[src/rtl/core/eds_pkg.sv]
package eds_pkg;

   localparam int MAX_DIM_DEFAULT       = 128;
   localparam int ELEMENT_WIDTH_DEFAULT = 16;

   localparam int SUM_W       = 40;
   localparam int DIST_W      = 20;
   localparam int COUNT_OUT_W = 8;

   // one result bit per step, trial bit walks from 2^40 down to 2^0
   localparam int ROOT_W     = SUM_W + 1;
   localparam int SQRT_STEPS = SUM_W / 2 + 1;
   localparam int STEP_CNT_W = $clog2(SQRT_STEPS);

   localparam logic [SUM_W-1:0] SUM_MAX = '1;

   typedef enum logic [2:0] {
      ST_ACCUM,
      ST_DRAIN1,
      ST_DRAIN2,
      ST_LOAD,
      ST_ROOT,
      ST_DONE
   } eds_state_type;

   typedef struct packed {
      logic take;       // element transaction accepted this cycle
      logic last;       // accepted element closes the vector
      logic load;       // move the finished sum into the root unit
      logic step;       // one square root iteration
      logic out_load;   // capture the result into the output register
   } eds_cmd_type;

   typedef struct packed {
      logic out_free;   // output register empty or being emptied
   } eds_status_type;

endpackage

[src/rtl/core/eds_req_if.sv]
interface eds_req_if #(
   parameter int ELEM_W = 16
);
   logic              valid;
   logic              ready;
   logic [ELEM_W-1:0] elem_a;
   logic [ELEM_W-1:0] elem_b;
   logic              last_element;

   modport source (output valid, output elem_a, output elem_b, output last_element,
                   input ready);
   modport sink   (input valid, input elem_a, input elem_b, input last_element,
                   output ready);
endinterface

[src/rtl/core/eds_rsp_if.sv]
interface eds_rsp_if;
   import eds_pkg::*;

   logic                   valid;
   logic                   ready;
   logic [DIST_W-1:0]      distance;
   logic [COUNT_OUT_W-1:0] element_count;
   logic                   too_long;

   modport source (output valid, output distance, output element_count, output too_long,
                   input ready);
   modport sink   (input valid, input distance, input element_count, input too_long,
                   output ready);
endinterface

[src/rtl/core/eds_ctrl.sv]
module eds_ctrl (
   input  logic                   clock,
   input  logic                   reset,
   input  logic                   req_valid,
   input  logic                   req_last,
   output logic                   req_ready,
   input  eds_pkg::eds_status_type status,
   output eds_pkg::eds_cmd_type    cmd
);
   import eds_pkg::*;

   eds_state_type           state_ff, state_in;
   logic [STEP_CNT_W-1:0]   step_cnt_ff, step_cnt_in;
   logic                    root_end;

   assign root_end = (step_cnt_ff == STEP_CNT_W'(SQRT_STEPS - 1));

   always_ff @(posedge clock) begin
      if (reset) begin
         state_ff    <= ST_ACCUM;
         step_cnt_ff <= '0;
      end else begin
         state_ff    <= state_in;
         step_cnt_ff <= step_cnt_in;
      end
   end

   always_comb begin
      state_in = state_ff;
      case (state_ff)
         ST_ACCUM:  if (req_valid && req_last) state_in = ST_DRAIN1;
         ST_DRAIN1: state_in = ST_DRAIN2;
         ST_DRAIN2: state_in = ST_LOAD;
         ST_LOAD:   state_in = ST_ROOT;
         ST_ROOT:   if (root_end) state_in = ST_DONE;
         ST_DONE:   if (status.out_free) state_in = ST_ACCUM;
         default:   state_in = ST_ACCUM;
      endcase
   end

   always_comb begin
      cmd         = '0;
      req_ready   = 1'b0;
      step_cnt_in = '0;
      case (state_ff)
         ST_ACCUM: begin
            req_ready = 1'b1;
            cmd.take  = req_valid;
            cmd.last  = req_valid && req_last;
         end
         ST_DRAIN1, ST_DRAIN2: ;
         ST_LOAD:  cmd.load = 1'b1;
         ST_ROOT: begin
            cmd.step    = 1'b1;
            step_cnt_in = root_end ? '0 : step_cnt_ff + 1'b1;
         end
         ST_DONE:  cmd.out_load = status.out_free;
         default: ;
      endcase
   end

endmodule

[src/rtl/core/eds_dpath.sv]
module eds_dpath #(
   parameter int MAX_DIM       = eds_pkg::MAX_DIM_DEFAULT,
   parameter int ELEMENT_WIDTH = eds_pkg::ELEMENT_WIDTH_DEFAULT
) (
   input  logic                              clock,
   input  logic                              reset,
   input  eds_pkg::eds_cmd_type              cmd,
   output eds_pkg::eds_status_type           status,
   input  logic [ELEMENT_WIDTH-1:0]          elem_a,
   input  logic [ELEMENT_WIDTH-1:0]          elem_b,
   output logic                              rsp_valid,
   input  logic                              rsp_ready,
   output logic [eds_pkg::DIST_W-1:0]        distance,
   output logic [eds_pkg::COUNT_OUT_W-1:0]   element_count,
   output logic                              too_long
);
   import eds_pkg::*;

   localparam int MAG_W     = ELEMENT_WIDTH + 1;
   localparam int SQ_W      = 2 * MAG_W;
   localparam int ACC_W     = ((SQ_W > SUM_W) ? SQ_W : SUM_W) + 1;
   localparam int CNT_W     = $clog2(MAX_DIM + 1);
   localparam int CNT_EXT_W = (CNT_W > COUNT_OUT_W) ? CNT_W : COUNT_OUT_W;

   // element count and overflow flag
   logic [CNT_W-1:0] count_ff, count_in, count_next;
   logic             ovf_ff, ovf_in, ovf_next;
   logic             fits;
   logic [CNT_W-1:0] res_count_ff, res_count_in;
   logic             res_ovf_ff, res_ovf_in;

   // accumulate pipeline: magnitude, square, sum
   logic [MAG_W-1:0] diff;
   logic [MAG_W-1:0] mag_ff, mag_in;
   logic             a_vld_ff, a_vld_in;
   logic [SQ_W-1:0]  sq_ff, sq_in;
   logic             b_vld_ff;
   logic [ACC_W-1:0] sum_wide;
   logic [SUM_W-1:0] sum_ff, sum_in;

   // square root unit
   logic [SUM_W-1:0]  x_ff, x_in;
   logic [ROOT_W-1:0] root_ff, root_in;
   logic [ROOT_W-1:0] bit_ff, bit_in;
   logic [ROOT_W-1:0] trial;

   // output register
   logic                   out_vld_ff, out_vld_in;
   logic [DIST_W-1:0]      dist_ff;
   logic [CNT_EXT_W-1:0]   cnt_ext;
   logic [COUNT_OUT_W-1:0] cnt_out_ff;
   logic                   long_ff;

   assign fits       = (count_ff < CNT_W'(MAX_DIM));
   assign count_next = fits ? count_ff + 1'b1 : count_ff;
   assign ovf_next   = ovf_ff | ~fits;

   always_comb begin
      count_in     = count_ff;
      ovf_in       = ovf_ff;
      res_count_in = res_count_ff;
      res_ovf_in   = res_ovf_ff;
      if (cmd.take) begin
         if (cmd.last) begin
            res_count_in = count_next;
            res_ovf_in   = ovf_next;
            count_in     = '0;
            ovf_in       = 1'b0;
         end else begin
            count_in = count_next;
            ovf_in   = ovf_next;
         end
      end
   end

   assign diff     = {elem_a[ELEMENT_WIDTH-1], elem_a} - {elem_b[ELEMENT_WIDTH-1], elem_b};
   assign mag_in   = diff[MAG_W-1] ? (~diff + 1'b1) : diff;
   assign a_vld_in = cmd.take && fits;
   assign sq_in    = SQ_W'(mag_ff) * SQ_W'(mag_ff);
   assign sum_wide = ACC_W'(sum_ff) + ACC_W'(sq_ff);

   always_comb begin
      sum_in = sum_ff;
      if (cmd.load) begin
         sum_in = '0;
      end else if (b_vld_ff) begin
         sum_in = (sum_wide > ACC_W'(SUM_MAX)) ? SUM_MAX : sum_wide[SUM_W-1:0];
      end
   end

   // restoring square root, one result bit per step
   assign trial = root_ff + bit_ff;

   always_comb begin
      x_in    = x_ff;
      root_in = root_ff;
      bit_in  = bit_ff;
      if (cmd.load) begin
         x_in    = sum_ff;
         root_in = '0;
         bit_in  = ROOT_W'(1) << SUM_W;
      end else if (cmd.step) begin
         bit_in = bit_ff >> 2;
         if (ROOT_W'(x_ff) >= trial) begin
            x_in    = x_ff - trial[SUM_W-1:0];
            root_in = (root_ff >> 1) + bit_ff;
         end else begin
            root_in = root_ff >> 1;
         end
      end
   end

   assign status.out_free = !out_vld_ff || rsp_ready;
   assign cnt_ext         = CNT_EXT_W'(res_count_ff);

   always_comb begin
      out_vld_in = out_vld_ff;
      if (cmd.out_load) begin
         out_vld_in = 1'b1;
      end else if (rsp_ready) begin
         out_vld_in = 1'b0;
      end
   end

   always_ff @(posedge clock) begin
      if (reset) begin
         count_ff   <= '0;
         ovf_ff     <= 1'b0;
         a_vld_ff   <= 1'b0;
         b_vld_ff   <= 1'b0;
         sum_ff     <= '0;
         out_vld_ff <= 1'b0;
      end else begin
         count_ff   <= count_in;
         ovf_ff     <= ovf_in;
         a_vld_ff   <= a_vld_in;
         b_vld_ff   <= a_vld_ff;
         sum_ff     <= sum_in;
         out_vld_ff <= out_vld_in;
      end
   end

   always_ff @(posedge clock) begin
      mag_ff       <= mag_in;
      sq_ff        <= sq_in;
      res_count_ff <= res_count_in;
      res_ovf_ff   <= res_ovf_in;
      x_ff         <= x_in;
      root_ff      <= root_in;
      bit_ff       <= bit_in;
      if (cmd.out_load) begin
         dist_ff    <= root_ff[DIST_W-1:0];
         cnt_out_ff <= cnt_ext[COUNT_OUT_W-1:0];
         long_ff    <= res_ovf_ff;
      end
   end

   assign rsp_valid     = out_vld_ff;
   assign distance      = dist_ff;
   assign element_count = cnt_out_ff;
   assign too_long      = long_ff;

endmodule

[src/rtl/core/euclidean_distance_stream.sv]
// Element pairs are taken one per cycle while accumulating. After the last pair the input
// stalls while the sum drains and the 21-step restoring square root runs (one result bit
// per cycle), and until the output register is free to capture the result.
// A finished result waits in the output register while the next vector streams in.
// Reset (synchronous, active high) clears the sum, count, overflow flag and control state.
module euclidean_distance_stream #(
   parameter int MAX_DIM       = eds_pkg::MAX_DIM_DEFAULT,
   parameter int ELEMENT_WIDTH = eds_pkg::ELEMENT_WIDTH_DEFAULT
) (
   input logic     clock,
   input logic     reset,
   eds_req_if.sink req_chan,
   eds_rsp_if.source rsp_chan
);
   import eds_pkg::*;

   // controller <-> datapath
   eds_cmd_type    cmd;
   eds_status_type status;

   // Sequencer: ACCUM takes element transactions; on the last one DRAIN1 and DRAIN2
   // let the square and sum stages drain, then it loads the root unit, runs
   // the root iterations and then hands the result to the output register.
   eds_ctrl u_ctrl (
      .clock     (clock),
      .reset     (reset),
      .req_valid (req_chan.valid),
      .req_last  (req_chan.last_element),
      .req_ready (req_chan.ready),
      .status    (status),
      .cmd       (cmd)
   );

   // Datapath: |a-b| register, square register, saturating 40-bit sum,
   // count with overflow flag, iterative square root, output register.
   eds_dpath #(
      .MAX_DIM       (MAX_DIM),
      .ELEMENT_WIDTH (ELEMENT_WIDTH)
   ) u_dpath (
      .clock         (clock),
      .reset         (reset),
      .cmd           (cmd),
      .status        (status),
      .elem_a        (req_chan.elem_a),
      .elem_b        (req_chan.elem_b),
      .rsp_valid     (rsp_chan.valid),
      .rsp_ready     (rsp_chan.ready),
      .distance      (rsp_chan.distance),
      .element_count (rsp_chan.element_count),
      .too_long      (rsp_chan.too_long)
   );

endmodule

[src/flat_wrapper.sv]
// flat-port wrapper written by rule: the top's interface ports become plain ports
module euclidean_distance_stream_flat import eds_pkg::*;
#(
   parameter int MAX_DIM       = eds_pkg::MAX_DIM_DEFAULT,
   parameter int ELEMENT_WIDTH = eds_pkg::ELEMENT_WIDTH_DEFAULT
)
  (clock, reset, req_chan_valid, req_chan_elem_a, req_chan_elem_b, req_chan_last_element, req_chan_ready, rsp_chan_valid, rsp_chan_distance, rsp_chan_element_count, rsp_chan_too_long, rsp_chan_ready);
  eds_req_if #(.ELEM_W((ELEMENT_WIDTH_DEFAULT))) req_chan_i ();
  eds_rsp_if rsp_chan_i ();
  input logic clock;
  input logic reset;
  input wire logic [$bits(req_chan_i.valid)-1:0] req_chan_valid;
  input wire logic [$bits(req_chan_i.elem_a)-1:0] req_chan_elem_a;
  input wire logic [$bits(req_chan_i.elem_b)-1:0] req_chan_elem_b;
  input wire logic [$bits(req_chan_i.last_element)-1:0] req_chan_last_element;
  output wire logic [$bits(req_chan_i.ready)-1:0] req_chan_ready;
  output wire logic [$bits(rsp_chan_i.valid)-1:0] rsp_chan_valid;
  output wire logic [$bits(rsp_chan_i.distance)-1:0] rsp_chan_distance;
  output wire logic [$bits(rsp_chan_i.element_count)-1:0] rsp_chan_element_count;
  output wire logic [$bits(rsp_chan_i.too_long)-1:0] rsp_chan_too_long;
  input wire logic [$bits(rsp_chan_i.ready)-1:0] rsp_chan_ready;
  assign req_chan_i.valid = req_chan_valid;
  assign req_chan_i.elem_a = req_chan_elem_a;
  assign req_chan_i.elem_b = req_chan_elem_b;
  assign req_chan_i.last_element = req_chan_last_element;
  assign req_chan_ready = req_chan_i.ready;
  assign rsp_chan_valid = rsp_chan_i.valid;
  assign rsp_chan_distance = rsp_chan_i.distance;
  assign rsp_chan_element_count = rsp_chan_i.element_count;
  assign rsp_chan_too_long = rsp_chan_i.too_long;
  assign rsp_chan_i.ready = rsp_chan_ready;
  euclidean_distance_stream #(.MAX_DIM(MAX_DIM), .ELEMENT_WIDTH(ELEMENT_WIDTH)) u_core (.clock(clock), .reset(reset), .req_chan(req_chan_i), .rsp_chan(rsp_chan_i));
endmodule
[config.mk]
export PLATFORM = sky130hd
export DESIGN_NAME = euclidean_distance_stream_flat
export DESIGN_NICKNAME = d
export VERILOG_FILES = /design/src/rtl/core/eds_pkg.sv /design/src/rtl/core/eds_req_if.sv /design/src/rtl/core/eds_rsp_if.sv /design/src/rtl/core/eds_ctrl.sv /design/src/rtl/core/eds_dpath.sv /design/src/rtl/core/euclidean_distance_stream.sv /design/src/flat_wrapper.sv
export SDC_FILE = /design/constraint.sdc
export NUM_CORES = 1
export LEC_CHECK = 0
export ABC_AREA = 1
export BUFFER_PORTS_ARGS = -buffer_cell sky130_fd_sc_hd__buf_2
export CAP_MARGIN = 10
export CORE_UTILIZATION = 60
export CTS_CLUSTER_DIAMETER = 120
export CTS_CLUSTER_SIZE = 20
export DETAILED_ROUTE_END_ITERATION = 8
export GPL_ROUTABILITY_DRIVEN = 1
export PLACE_DENSITY = 0.87
export SYNTH_ARGS = -nofsm -noshare
export SYNTH_HDL_FRONTEND = slang
export SYNTH_SLANG_ARGS = --single-unit
[constraint.sdc]
create_clock -name clock -period 7.5 [get_ports clock]
set_input_delay 1.5 -clock clock [delete_from_list [all_inputs] [get_ports clock]]
set_output_delay 1.5 -clock clock [all_outputs]
set_load 0.01 [all_outputs]
Word-level counts from Yosys, hierarchy flattened
Index checks and enable logic that the tools add are counted.
{ "totals": {"mem_bits_rw": 0, "mem_count": 0, "mem_bits_ro": 0, "reg_bits": 251, "latchBits": 0, "output_inout_bits": 31, "input_bits": 37} }
{ "classes": {"addsub": 8, "n_eq_ne": 9, "n_reduce_logical": 13, "n_mux": 20, "n_bitwise": 4, "div": 0, "multipliers": 1, "magnitude_cmp": 3, "n_shift": 0} }
{ "ops": {"columns": ["op", "count"], "rows": [
  ["40-bit two-way mux", 4],
  ["40-bit by 34-bit adder with 41-bit output", 1],
  ["40-bit by 41-bit adder with 41-bit output", 1],
  ["41-bit adder", 1],
  ["40-bit by 41-bit greater-or-equal comparator with 1-bit output", 1],
  ["41-bit by 40-bit > comparator with 1-bit output (second input constant)", 1],
  ["41-bit two-way mux", 1],
  ["40-bit subtractor", 1],
  ["17-bit by 17-bit multiplier with 34-bit output", 1],
  ["3-bit one-hot mux with 6 select lines", 1],
  ["17-bit by 1-bit adder with 17-bit output (second input constant)", 1],
  ["17-bit NOT", 1],
  ["16-bit by 16-bit subtractor with 17-bit output", 1],
  ["16-bit two-way mux", 1],
  ["8-bit two-way mux", 2],
  ["3-bit two-way mux", 3],
  ["8-bit by 1-bit adder with 8-bit output (second input constant)", 1],
  ["8-bit < comparator (second input constant)", 1],
  ["1-bit two-way mux", 7],
  ["3-bit by 2-bit == test with 1-bit output (second input constant)", 2],
  ["3-bit == test (second input constant)", 2],
  ["2-bit inequality test (second input constant)", 3],
  ["2-bit nonzero test", 3],
  ["5-bit by 1-bit adder with 5-bit output (second input constant)", 1],
  ["other kinds (13)", 16]
]} }

Depth between registers and ports, before layout
Gate-level depths: netlist of run 1.
{ "depth": {"word_depth": 5, "depth_mapped": 29} }

Hierarchy
Synthesis of run 1 repeated with hierarchy kept, for this count alone.
{ "unflattened": {"hier_cells": 3864, "hier_area_um2": 27257.4} }
{ "by_module_without_submodules": {"columns": ["mod", "area_per_inst_um2", "cells_per_inst", "seq_area_each_um2", "instances"], "rows": [
  ["eds_dpath", 26808.2, 3796, 5625.4, 1],
  ["eds_ctrl", 449.2, 68, 160.2, 1]
]} }

Worst setup path after synthesis of run 1
OpenSTA, ideal clock, no wires.
{ "synth_timing": {"path_kind": "register to register", "start": "register u_core.u_dpath.mag_ff[2]", "end": "register u_core.u_dpath.sq_ff[29]", "n_path_buf": 2, "setup_ns": 0.119, "slack_ns": 1.763, "arrival_time_ns": 5.618, "stages_incl_launch_ff": 22, "period_less_slack_ns": 5.737, "required_time_ns": 7.381, "cell_sequence": "dfxtp_1 > clkbuf_1 > clkbuf_1 > nand2_1 > fa_1 > inv_1 > fa_1 > fa_1 > fa_1 > fa_1 > inv_1 > fa_1 > inv_1 > ha_1 > nand2_1 > nor4_1 > nand4_1 > nand3_1 > nand2_1 > nand2_1 > a21oi_1 > xnor2_1"} }
{ "synth_between": {"elab_chain_cells": 1} }
{ "synth_lines": {"columns": ["item", "line_no", "rtl"], "rows": [
  ["start: declaration", "eds_dpath.sv:34", "logic [MAG_W-1:0] mag_ff, mag_in;"],
  ["start signal: assignment", "eds_dpath.sv:144", "mag_ff <= mag_in;"],
  ["17-bit by 17-bit multiplier with 34-bit output", "eds_dpath.sv:79", "assign sq_in = SQ_W'(mag_ff) * SQ_W'(mag_ff);"],
  ["via u_core.u_dpath.sq_in[29]", "eds_dpath.sv:36", "logic [SQ_W-1:0] sq_ff, sq_in;"],
  ["end signal: assignment", "eds_dpath.sv:145", "sq_ff <= sq_in;"],
  ["end: declaration", "eds_dpath.sv:36", null]
]} }
The timed path passes the listed nets, and every way through them passes these cells.
A chain may end at the register's enable or synchronous reset.

Final worst setup path of run 1
{ "layout_timing": {"start": "register u_core.u_dpath.mag_ff[5]", "end": "register u_core.u_dpath.sq_ff[29]"} }
Same word-level chain as after synthesis.

==> flow_metrics.py, run 1 <==
metrics = {
    "logic_synthesis": {
        "synth_top_area_cell": "fa_1",
        "synth_compound_area_share_pct": 12.61,
        "async_flop_share_pct": 0,
        "synthCells": 3835,
        "yosys.area_share.xor_xnor_pct": 5.984,
        "synth-adder-area-share_pct": 25.48,
        "yosys.area_share.simple_pct": 22.91,
        "synth-main-ff-cell": "dfxtp_1",
        "ys_seq_area_share_pct": 21.25,
        "synth_seq_cells": 250,
        "yosysWarningCount": 0,
        "synth_top_area_share_pct": 14.27,
        "synth_nets": 4310,
        "syn_avg_cell_area_um2": 7.099,
        "synth.distinct_cells": 50,
        "synth_top_family_by_area": "adder cells",
        "muxShareOfSynthArea_pct": 0.04136,
        "netlist_area_um2": 27220,
        "synth_edf_count": 78,
        "synth_area_leaders": "fa_1 14%, dfxtp_1 13%, nand2_1 12%, ha_1 11%, inv_1 10%",
    },
    "final_layout": {
        "drive_above_1_share_pct": 3.555,
        "fin_cells": 4446,
        "n_fill_cell": 3934,
        "final-seq-area_um2": 5786,
        "area_growth_pct": 4.748,
        "layout_commonest_cell": "nand2_1",
        "antenna_cells": 0,
        "layout_common_cells": "851 x nand2_1, 750 x inv_1, 315 x nor2_1, 244 x ha_1, 233 x a21oi_1",
        "nets": 4319,
        "multi_input_area_um2": 18260,
    },
    "clock_tree": {
        "insertion_delay_ns": 0.53,
        "clockRootBuffer": "clkbuf_16",
        "cts_sinks": 250,
        "cts-resized-gates": 0,
        "post_cts_buffers": 0,
        "cts_htree_levels": 1,
        "postCtsHoldBufs": 0,
        "cts_buffer_depth": 3,
        "cts_made_buffers": 16,
        "cts_tree": "built",
        "cts.clk_slew.worst_paths_ns": 0.09,
    },
    "global_route": {
        "antenna_found_initial": 0,
        "grt_overflow_total": 0,
        "grt_pass1_vias": 25480,
        "grt_max_degree": 68,
        "track_usage_pct": 33.27,
        "grt_first_pass_wirelength_um": 124100,
    },
    "routing": {
        "wl_per_cell_um": 17.19,
        "drt_iter0_markers": 2186,
        "wl_um": 76410,
        "dr.pass1.iters": 9,
        "drcViolationCount": 0,
        "via_count": 25150,
        "via_per_inst": 5.657,
        "ant_nets": 0,
    },
    "floorplanning": {
        "num_io_pins": 68,
        "floorplan.core_area_um2": 44510,
        "dieHeight_um": 215.0,
        "num_rows": 77,
        "start_util_pct": 61.16,
        "die_w_um": 215.0,
        "design.die.area_um2": 46230,
    },
    "placed_design": {
        "dp_cells": 4418,
        "numPortBuffers": 67,
        "place_congestion": 1.018,
        "dpl.hpwl_um": 62320,
    },
    "setup_path": {
        "worst_setup_path_end_kind": "flop",
        "crit_required_ns": 7.89,
        "path_max_fanout": 18,
        "cp.arrival_ns": 6.70,
        "critPathKind": "flop to flop",
        "worstSetupStartpointType": "flop",
    },
    "sta": {
        "finClkSkew_ns": 0.03427,
        "post-route-period-util_pct": 84.14,
        "hold_viol": 0,
        "max_freq_mhz": 158.5,
        "drv_slew": 0,
        "setup_viol": 0,
        "worst_pin_slew_ns": 1.068,
        "rsz0062_at_grt": "no",
        "period_minus_slack_ns": 6.310,
        "finalSetupTns_ns": 0,
        "relSlewSlack_pct": 28.11,
    },
    "job": {
        "drv_cap": 0,
    },
    "hold_path": {
        "hold_path.class": "flop to flop",
    },
    "outcome": {
        "status": "finished clean",
    },
}
==> routing by layer <==
metal	track usage (%)	part of all wire, %	vias up
li1	-	-	12230
met1	36.07	37	11580
met2	60.27	50	1006
met3	3.468	5.2	334
met4	24.14	8.1	0
met5	0	0	-
==> registers in the layout (all words and copies together), names as in the netlist, 3 cells and up <==
name                          count
u_core.u_dpath.root_ff           41
u_core.u_dpath.sum_ff            40
u_core.u_dpath.x_ff              40
u_core.u_dpath.sq_ff             33
u_core.u_dpath.bit_ff            21
u_core.u_dpath.distance          20
u_core.u_dpath.mag_ff            17
u_core.u_dpath.cnt_ext            8
u_core.u_dpath.count_ff           8
u_core.u_dpath.element_count      8
u_core.u_ctrl.step_cnt_ff         5
u_core.u_ctrl.state_ff            3
==> metrics by stage <==
step | util [%] | hold slack, ns | area [µm²] | setup slack, ns
3_5_place_dp | 63.00 | 0.4025 | 28040 | 1.267
3_3_place_gp | 63.00 | 0.3929 | 28040 | 1.423
6_report | 64.07 | 0.4106 | 28520 | 1.190
2_1_floorplan | - | 0.3290 | 27220 | 1.763
5_1_grt | 64.07 | 0.4341 | 28520 | 0.8851
4_1_cts | 64.07 | 0.4142 | 28520 | 1.210
==> worst paths after layout <==
path / start / to / slack, ns / cells past startpoint
worst min register to register: u_core.u_dpath.a_vld_ff$_SDFF_PP0_ / u_core.u_dpath.b_vld_ff$_SDFF_PP0_ / 0.41 / 2
worst max register to register: u_core.u_dpath.mag_ff[5]$_DFF_P_ / u_core.u_dpath.sq_ff[29]$_DFF_P_ / 1.19 / 19
worst min-delay path: u_core.u_dpath.a_vld_ff$_SDFF_PP0_ / u_core.u_dpath.b_vld_ff$_SDFF_PP0_ / 0.41 / 2
worst max-delay path: u_core.u_dpath.mag_ff[5]$_DFF_P_ / u_core.u_dpath.sq_ff[29]$_DFF_P_ / 1.19 / 19
==> cell families after synthesis <==
group,after synthesis
buffers and inverters,841
multiplexers,1
XOR/XNOR,186
AND/OR/NAND/NOR,1508
AO/OA/AOI/OAI,611
adder cells (fa/ha/maj),438
flip-flops,250
==> cells in the mapped netlist, types with 11 or more instances <==
cell type,instances
fa_1,194
inv_1,750
edfxtp_1,78
nor4_1,13
nand4_1,32
dfxtp_1,172
o21bai_1,20
nor2_1,319
o21a_1,14
or2_2,19
o21ai_0,208
a31oi_1,28
o221ai_1,19
o22ai_1,21
clkbuf_1,69
o21ai_1,11
buf_2,16
xor2_1,111
nor3_1,39
nand2_1,851
a21o_1,17
nand3_1,208
xnor2_1,75
a21oi_1,233
o211ai_1,11
ha_1,244
==> final cells by class <==
cell class,count,share of cell area (%)
multi-input cells,2744,64.04
clock buffers,26,1.610
repair buffers,80,1.518
well taps,592,2.598
flip-flops and latches,250,20.29
clock inverters,2,0.04826
inverters,752,9.899
==> critical path, stage by stage, from the launching register on <==
cell	delay, ns
dfxtp_1	0.84
nand2_1	0.26
fa_1	0.60
inv_1	0.06
fa_1	0.52
fa_1	0.53
fa_1	0.53
fa_1	0.55
inv_1	0.05
fa_1	0.53
inv_1	0.05
ha_1	0.37
nand2_1	0.14
nor4_1	0.44
nand4_1	0.14
nand3_1	0.19
nand2_1	0.07
nand2_1	0.10
a21oi_1	0.08
xnor2_1	0.13
Power of run 1 is left out: the tool's default activity adds up to more than one toggle a clock period on the data nets, which glitch-free logic cannot reach.
==> inputs of run 2 (changes only) <==
==> constraint.sdc (replaced) <==
create_clock -name clock -period 6 [get_ports clock]
set_input_delay 1.2 -clock clock [delete_from_list [all_inputs] [get_ports clock]]
set_output_delay 1.2 -clock clock [all_outputs]
set_load 0.01 [all_outputs]
==> run 2 against run 1 <==
  * Fmax increased by 9.8%
  * Register-to-register slack got worse by 0.94 ns
  * Clock-buffer cell count unchanged
  * Sequential cell count unchanged
  * Critical path type unchanged
  * Critical endpoint is now u_core.u_dpath.sq_ff[30]$_DFF_P_
  * Highest routed layer unchanged
==> flow_metrics.py, run 2 (synthesis gave the netlist of run 1 again) <==
metrics = {
    "outcome": {
        "status": "finished clean",
    },
    "sta": {
        "finClkSkew_ns": 0.05485,
        "period_minus_slack_ns": 5.749,
        "finalSetupTns_ns": 0,
        "worst_pin_slew_ns": 0.8721,
        "rsz0062_at_grt": "no",
        "hold_viol": 0,
        "drv_slew": 0,
        "post-route-period-util_pct": 95.81,
        "max_freq_mhz": 174.0,
        "holdWs_ns": 0.4138,
        "relSlewSlack_pct": 41.25,
        "setup_viol": 0,
    },
    "final_layout": {
        "layout_common_cells": "851 x nand2_1, 750 x inv_1, 315 x nor2_1, 244 x ha_1, 233 x a21oi_1",
        "layout_commonest_cell": "nand2_1",
        "antenna_cells": 0,
        "largest_register": "u_core.u_dpath.root_ff",
        "nets": 4339,
        "area_growth_pct": 5.506,
        "top_regs": "u_core.u_dpath.root_ff: 41 flops, u_core.u_dpath.sum_ff: 40 flops, u_core.u_dpath.x_ff: 40 flops",
        "largest_register_ffs": 41,
        "drive_above_1_share_pct": 4.284,
    },
    "clock_tree": {
        "postCtsHoldBufs": 0,
        "cts_htree_levels": 1,
        "insertion_delay_ns": 0.56,
        "post_cts_buffers": 0,
        "clockRootBuffer": "clkbuf_16",
        "cts_tree": "built",
        "cts_buffer_depth": 3,
        "cts-resized-gates": 0,
        "cts_sinks": 250,
        "cts_made_buffers": 17,
        "cts.clk_slew.worst_paths_ns": 0.09,
    },
    "floorplanning": {
        "die_w_um": 215.0,
        "floorplan.core_area_um2": 44510,
        "num_rows": 77,
        "num_io_pins": 68,
        "start_util_pct": 61.16,
        "dieHeight_um": 215.0,
        "design.die.area_um2": 46230,
    },
    "placed_design": {
        "numPortBuffers": 67,
        "place_congestion": 1.045,
        "dpl.hpwl_um": 62620,
    },
    "routing": {
        "wl_um": 75790,
        "via_count": 25080,
        "ant_nets": 0,
        "via_per_inst": 5.615,
        "drcViolationCount": 0,
        "dr.pass1.iters": 7,
        "wl_per_cell_um": 16.97,
        "drt_iter0_markers": 1985,
    },
    "global_route": {
        "track_usage_pct": 32.70,
        "grt_use_met3_pct": 3.581,
        "grt_overflow_total": 0,
        "grt_max_degree": 51,
        "grt_pass1_vias": 25250,
        "busiest_layer": "met2",
        "grt_first_pass_wirelength_um": 122000,
        "antenna_found_initial": 0,
        "met1_usage_pct": 34.88,
        "use_met2_pct": 59.80,
    },
    "setup_path": {
        "crit_required_ns": 6.42,
        "worstSetupStartpointType": "flop",
        "worst_setup_path_end_kind": "flop",
        "cp.arrival_ns": 6.17,
        "path_max_fanout": 12,
        "critPathKind": "flop to flop",
    },
    "job": {
        "drv_cap": 0,
    },
    "hold_path": {
        "hold_path.class": "flop to flop",
    },
}
## run 2: cell types whose count changed in the layout (fill, tap and decap cells not counted), sizes merged
| cell | change |
|---|---|
| clkinv | -1 |
| buf | +19 |
| inv | +3 |
## run 2: path summary, 6_finish.rpt
check / from / endpoint / slack [ns] / depth (start not counted)
worst max-delay path: u_core.u_dpath.mag_ff[11]$_DFF_P_ / u_core.u_dpath.sq_ff[30]$_DFF_P_ / 0.25 / 21
worst min-delay path: u_core.u_dpath.a_vld_ff$_SDFF_PP0_ / u_core.u_dpath.b_vld_ff$_SDFF_PP0_ / 0.41 / 2
worst min register to register: u_core.u_dpath.a_vld_ff$_SDFF_PP0_ / u_core.u_dpath.b_vld_ff$_SDFF_PP0_ / 0.41 / 2
worst max register to register: u_core.u_dpath.mag_ff[11]$_DFF_P_ / u_core.u_dpath.sq_ff[30]$_DFF_P_ / 0.25 / 21
## run 2: worst max-delay path, cell delays in order, from the launching register on
cell and delay [ns]:
dfxtp_1 0.61, nand2_1 0.17, inv_1 0.11, fa_1 0.45, inv_1 0.09, fa_1 0.41
inv_1 0.09, fa_1 0.45, fa_1 0.52, fa_1 0.54, inv_1 0.06, fa_1 0.54
inv_1 0.05, ha_1 0.40, nand2_1 0.12, nor4_1 0.36, nand3_1 0.14, nand3_1 0.16
nand2_1 0.07, nand2_1 0.10, a21oi_1 0.09, xnor2_1 0.12
## run 2: layer usage
| layer | vias up | share of wire (%) | wire length (µm) |
|---|---|---|---|
| met2 | 905 | 50 | 37610 |
| met1 | 11600 | 37 | 28310 |
| met4 | 0 | 8.1 | 6157 |
| met5 | - | 0 | 0 |
| li1 | 12260 | - | - |
| met3 | 314 | 4.9 | 3710 |
## run 2: area by class of cell
| class | instances | area [µm²] |
|---|---|---|
| Tap cell | 592 | 740.7 |
| Multi-Input combinational cell | 2744 | 18270 |
| Clock buffer | 26 | 459.2 |
| Sequential cell | 250 | 5793 |
| Fill cell | 3951 | 15790 |
| Inverter | 752 | 2823 |
| Timing Repair Buffer | 99 | 588.1 |
| Clock inverter | 4 | 45.04 |
## run 2: through the flow
| step | area, µm² | instances | worst slack (ns) | util, % |
|---|---|---|---|---|
| after floorplan | 27220 | 3835 | 0.2631 | - |
| after global placement | 28200 | 4437 | 0.2413 | 63.35 |
| after detailed placement | 28200 | 4437 | 0.1674 | 63.35 |
| after CTS | 28700 | 4467 | 0.1549 | 64.49 |
| after global routing | 28720 | 4467 | 0.009028 | 64.53 |
| final | 28720 | 4467 | 0.2514 | 64.53 |
Power of run 2 is left out for the same reason.
